==> src/hw/rtl/occupancy_decimating_frame_queue_top_macros.svh <==
// Assertion macros for the frame queue top level.
`ifndef OCCUPANCY_DECIMATING_FRAME_QUEUE_TOP_MACROS_SVH
`define OCCUPANCY_DECIMATING_FRAME_QUEUE_TOP_MACROS_SVH
`ifndef ASSERT_OFF
// Same-cycle implication, checked at every clock edge outside reset.
`define ODFQ_ASSERT_NOW(lbl, clk, rst, ante, cons) \
   lbl: assert property (@(posedge clk) disable iff (rst) (ante) |-> (cons)) \
      else $error("odfq: same-cycle check failed");
// Next-cycle implication.
`define ODFQ_ASSERT_NEXT(lbl, clk, rst, ante, cons) \
   lbl: assert property (@(posedge clk) disable iff (rst) (ante) |=> (cons)) \
      else $error("odfq: next-cycle check failed");
`else
`define ODFQ_ASSERT_NOW(lbl, clk, rst, ante, cons)
`define ODFQ_ASSERT_NEXT(lbl, clk, rst, ante, cons)
`endif
`endif

==> src/hw/rtl/odfq_pkg.sv <==
// Types, codes and defaults for the occupancy-decimating frame queue.
package odfq_pkg;

   // Default geometry
   localparam int DECIM_STEP_DEF  = 4;
   localparam int QUEUE_DEPTH_DEF = 32;

   // Fixed field widths
   localparam int CTR_W    = 32;
   localparam int TIME_W   = 64;
   localparam int HANDLE_W = 32;
   localparam int STATUS_W = 3;
   localparam int OCC_W    = 6;

   // Commands
   localparam logic CMD_PUSH = 1'b0;
   localparam logic CMD_POP  = 1'b1;

   // Result status codes
   localparam logic [STATUS_W-1:0] STATUS_ACCEPTED = 3'd0;
   localparam logic [STATUS_W-1:0] STATUS_DROPPED  = 3'd1;
   localparam logic [STATUS_W-1:0] STATUS_FULL     = 3'd2;
   localparam logic [STATUS_W-1:0] STATUS_POPPED   = 3'd3;
   localparam logic [STATUS_W-1:0] STATUS_EMPTY    = 3'd4;

   // Register indexes (byte address bit 2)
   localparam logic REG_LATEST_ONLY = 1'b0;
   localparam logic REG_ALLOW_DROP  = 1'b1;

   typedef struct packed {
      logic                command;
      logic [TIME_W-1:0]   capture_time;
      logic [TIME_W-1:0]   display_time;
      logic [HANDLE_W-1:0] frame_handle;
      logic                end_marker;
   } req_type;

   typedef struct packed {
      logic [STATUS_W-1:0] status;
      logic [TIME_W-1:0]   head_capture_time;
      logic [TIME_W-1:0]   head_display_time;
      logic [HANDLE_W-1:0] head_frame_handle;
      logic                head_end_marker;
      logic [OCC_W-1:0]    occupancy;
   } rsp_type;

   // One stored descriptor
   typedef struct packed {
      logic [TIME_W-1:0]   capture_time;
      logic [TIME_W-1:0]   display_time;
      logic [HANDLE_W-1:0] frame_handle;
      logic                end_marker;
   } entry_type;

   // Status from the modulo unit to the sequencer
   typedef struct packed {
      logic done;
      logic zero;
   } mod_status_type;

endpackage

==> src/hw/rtl/odfq_mod.sv <==
// Bit-serial remainder unit: push counter modulo the decimation divisor.
module odfq_mod #(
   parameter int DIV_W = 4
) (
   input  logic                       clock,
   input  logic                       reset,
   input  logic                       start,
   input  logic [odfq_pkg::CTR_W-1:0] dividend,
   input  logic [DIV_W-1:0]           divisor,
   output odfq_pkg::mod_status_type   status
);
   import odfq_pkg::*;

   localparam int STEP_W = $clog2(CTR_W + 1);

   logic              busy_ff, busy_in;
   logic              done_ff, done_in;
   logic [STEP_W-1:0] steps_ff, steps_in;
   logic [CTR_W-1:0]  dvd_ff, dvd_in;
   logic [DIV_W-1:0]  dvs_ff, dvs_in;
   logic [DIV_W-1:0]  rem_ff, rem_in;
   logic [DIV_W:0]    shifted;

   // One restoring step per cycle, MSB first
   always_comb begin
      shifted  = {rem_ff, dvd_ff[CTR_W-1]};
      busy_in  = busy_ff;
      done_in  = 1'b0;
      steps_in = steps_ff;
      dvd_in   = dvd_ff;
      dvs_in   = dvs_ff;
      rem_in   = rem_ff;
      if (start) begin
         busy_in  = 1'b1;
         steps_in = STEP_W'(CTR_W);
         dvd_in   = dividend;
         dvs_in   = divisor;
         rem_in   = '0;
      end else if (busy_ff) begin
         dvd_in   = {dvd_ff[CTR_W-2:0], 1'b0};
         steps_in = steps_ff - STEP_W'(1);
         if (shifted >= {1'b0, dvs_ff}) begin
            rem_in = DIV_W'(shifted - {1'b0, dvs_ff});
         end else begin
            rem_in = shifted[DIV_W-1:0];
         end
         if (steps_ff == STEP_W'(1)) begin
            busy_in = 1'b0;
            done_in = 1'b1;
         end
      end
   end

   always_ff @(posedge clock) begin
      if (reset) begin
         busy_ff  <= 1'b0;
         done_ff  <= 1'b0;
         steps_ff <= '0;
      end else begin
         busy_ff  <= busy_in;
         done_ff  <= done_in;
         steps_ff <= steps_in;
      end
   end

   always_ff @(posedge clock) begin
      dvd_ff <= dvd_in;
      dvs_ff <= dvs_in;
      rem_ff <= rem_in;
   end

   assign status.done = done_ff;
   assign status.zero = (rem_ff == '0);

endmodule

==> config.mk <==
export PLATFORM = sky130hd
export DESIGN_NAME = odfq_mod
export DESIGN_NICKNAME = d
export VERILOG_FILES = /design/src/hw/rtl/occupancy_decimating_frame_queue_top_macros.svh /design/src/hw/rtl/odfq_pkg.sv /design/src/hw/rtl/odfq_mod.sv
export SDC_FILE = /design/constraint.sdc
export NUM_CORES = 1
export LEC_CHECK = 0
export ABC_AREA = 1
export ABC_CLOCK_PERIOD_IN_PS = 1800
export BUFFER_PORTS_ARGS = -buffer_cell sky130_fd_sc_hd__buf_2
export CORE_MARGIN = 2
export CORE_UTILIZATION = 32
export DETAILED_ROUTE_END_ITERATION = 8
export HOLD_SLACK_MARGIN = 0.15
export PLACE_DENSITY = 0.51
export SLEW_MARGIN = 20
export SYNTH_ARGS = -nofsm -noshare
export SYNTH_HDL_FRONTEND = slang
export SYNTH_SLANG_ARGS = --single-unit
export TNS_END_PERCENT = 50
==> constraint.sdc <==
create_clock -name clock -period 1.8 [get_ports clock]
set_input_delay 0.36 -clock clock [delete_from_list [all_inputs] [get_ports clock]]
set_output_delay 0.36 -clock clock [all_outputs]
set_load 0.02 [all_outputs]
==> metrics.txt <==
share of the synthesized area in the top cell type=47.8%; IO buf count=40; GRT Residual Overflow=0; Final GP Congestion=0.768; CTS Buffer Depth=2; max incr delay on CP=0.38 ns; cells on worst reg2reg path=8; Detailed Place HPWL=3020 um; CP cell instances=nor4_1, buf_2; WS Path Type=register to primary output; Root Driver=clkbuf_8; synth warn=0; endpoints failing hold=0; worst hold start=reset; area delta synth->final=19.1%; final setup fails=0; top cells by area, synth=edfxtp_1, nand2_1, dfxtp_1, inv_1, ha_1; syn_area_per_cell=9.23 um^2; Setup crit start kind=register; core area=6830 um^2; FFs w/ async S/R, synth=0%; CTS resizes=0; Worst VDD drop=450 uV; CTS tree=done; Mapped Cells=245; clock slew seen by the registers of the worst setup and hold paths=0.09 ns; drc violations=0; most common cell in the netlist=nand2_1; Max-Cap Viols=0; final wirelength=4160 um; skew final=0.00871 ns; Initial Utilization=33.1%; antenna fix cells=0; final slew viol count=0; row count=30; CP Data Required Time=1.44 ns; Worst Hold Class=input pin to register; post-synth top area cell=edfxtp_1; status=finished clean; All-Layer GR Usage=11.5%; clock net sink count=48; Slew @ Worst Pin=0.284 ns; RR Startpoint=dvd_ff[31]$_DFFE_PP_; CP Capture Type=primary output; first-pass GRT wire length=6830 um; final critical-path required period=1.53 ns; postcts setup bufs=0; worst setup margin=0.270 ns; Net Count, Synth=291; Distinct cells, synth=30; Critical Path AT=1.17 ns; vias per cell=4.14; number of synthesized flops with an enable pin=36; cell area after synthesis=2260 um^2; Num CTS Buffers=5; FMAX=654 MHz; flop2flop setup slack=0.27 ns; number of top-level pins=41; period utilization=85.0%; register bit total from synthesis=48; DR WL/cell=10.8 um; Post-Place Worst Slack=0.266 ns; DRT Pass-1 Iters=4; Worst Path Max Fanout=3; H-tree levels=2; hold endpoint=busy_ff$_SDFF_PP0_; Fillers=728; RR Endpoint=rem_ff[2]$_SDFFE_PP0P_; fraction of layout cells with a size suffix above 1=22.4%; antenna violations before repair=0; vias in the first global route=1438; unrepaired setup endpoints after global routing=false; Worst path slowest cell=dfxtp_1; Die X=88.1 um; Worst slew margin=81.0%; via count=1599; leakage=1.29 nW; ys flop type=edfxtp_1; top cells by count, synth=nand2_1, edfxtp_1, inv_1; Power Density=948 nW/um^2; Final #Nets=335; CTS hold repair buffers=0; worst skew pair latency=0.30 ns; hold depth=2; setup TNS=0 ns; Die H=88.1 um; Seq/Total Area, Yosys=58.4%; die area=7750 um^2; initial drt markers=97; largest net degree at the start of global routing=21; ANT nets after route=0
-- layer usage --
metal	global-route usage, %	up-vias	routed length (um)
li1	-	864	-
met1	17.9	691	2190
met2	15.3	38	1720
met3	3.49	6	196
met4	3.31	0	51
met5	0	-	0
-- layout by cell type (no fill, tap or decap), drive strengths merged, types with 2 or more instances in the layout --
cell type / netlist / routed
dfxtp: 12 / 12
nor3: 2 / 2
clkinvlp: 0 / 2
ha: 6 / 6
clkbuf: 0 / 5
inv: 22 / 22
nor4: 2 / 2
buf: 9 / 46
nor2: 8 / 8
a21oi: 4 / 4
edfxtp: 36 / 36
nand2: 123 / 123
nand3: 12 / 12
-- worst max-delay path by stage --
| stage | start | end | slack (ns) | depth (start not counted) |
|---|---|---|---|---|
| after global routing | dvd_ff[31]$_DFFE_PP_ | rem_ff[2]$_SDFFE_PP0P_ | 0.16 | 8 |
| after detailed placement | dvd_ff[31]$_DFFE_PP_ | rem_ff[2]$_SDFFE_PP0P_ | 0.27 | 8 |
| after CTS | rem_ff[3]$_SDFFE_PP0P_ | status[0] | 0.24 | 2 |
| final | rem_ff[3]$_SDFFE_PP0P_ | status[0] | 0.27 | 2 |
| after global placement | dvd_ff[31]$_DFFE_PP_ | rem_ff[2]$_SDFFE_PP0P_ | 0.34 | 8 |
| after floorplan | start | dvd_ff[0]$_SDFFCE_PN0P_ | 0.26 | 3 |
-- layout make-up --
type / instances / area, um^2 / area share, %
tap: 96 / 120 / 4.46
multi-input combinational: 165 / 797 / 29.6
clock buffer: 5 / 68.8 / 2.55
inverter: 23 / 86.3 / 3.20
clock inverter: 3 / 42.5 / 1.58
sequential: 48 / 1320 / 49.0
timing repair buffer: 46 / 258 / 9.57
-- sequential cells by signal, summed over array words and instances (netlist names) --
signal and count:
rem_ff 4, dvs_ff 4, busy_ff 1, dvd_ff 32
steps_ff 6, done_ff 1
-- power by group --
part / leakage [nW] / switching [mW] / internal, mW
Sequential: 0.467 / 0.0443 / 1.31
Combinational: 0.774 / 0.245 / 0.170
Clock: 0.0503 / 0.372 / 0.410
Total: 1.29 / 0.662 / 1.89
-- metrics by stage --
step	power, mW	std cells	hold WS [ns]	utilization [%]	area [um^2]
floorplan	1.67	245	0.429	-	2260
CTS	2.58	386	0.223	39.4	2690
detailed placement	1.80	378	0.478	37.8	2580
global route	2.69	386	0.228	39.4	2690
finish	2.55	386	0.231	39.4	2690
global placement	1.80	378	0.480	37.8	2580
-- kinds of logic (layout without fill, tap and decap cells) --
group / after synthesis / in the layout / share of synthesized area [%]
and+or+nand+nor: 148 / 148 / 28.1
DFF: 48 / 48 / 58.4
buffers and inverters: 32 / 77 / 6.31
AOI/OAI and AO/OA: 8 / 8 / 2.21
adders and majority gates: 7 / 7 / 4.21
xor gates and xnor gates: 2 / 2 / 0.775
-- worst max-delay path, delay by kind of cell, from the launching register on --
family,cells,cell delay (ns)
buffers and inverters,1,0.21
and+or+nand+nor,1,0.28
DFF,1,0.38
No activity file was read; power rests on OpenSTA's default activity.
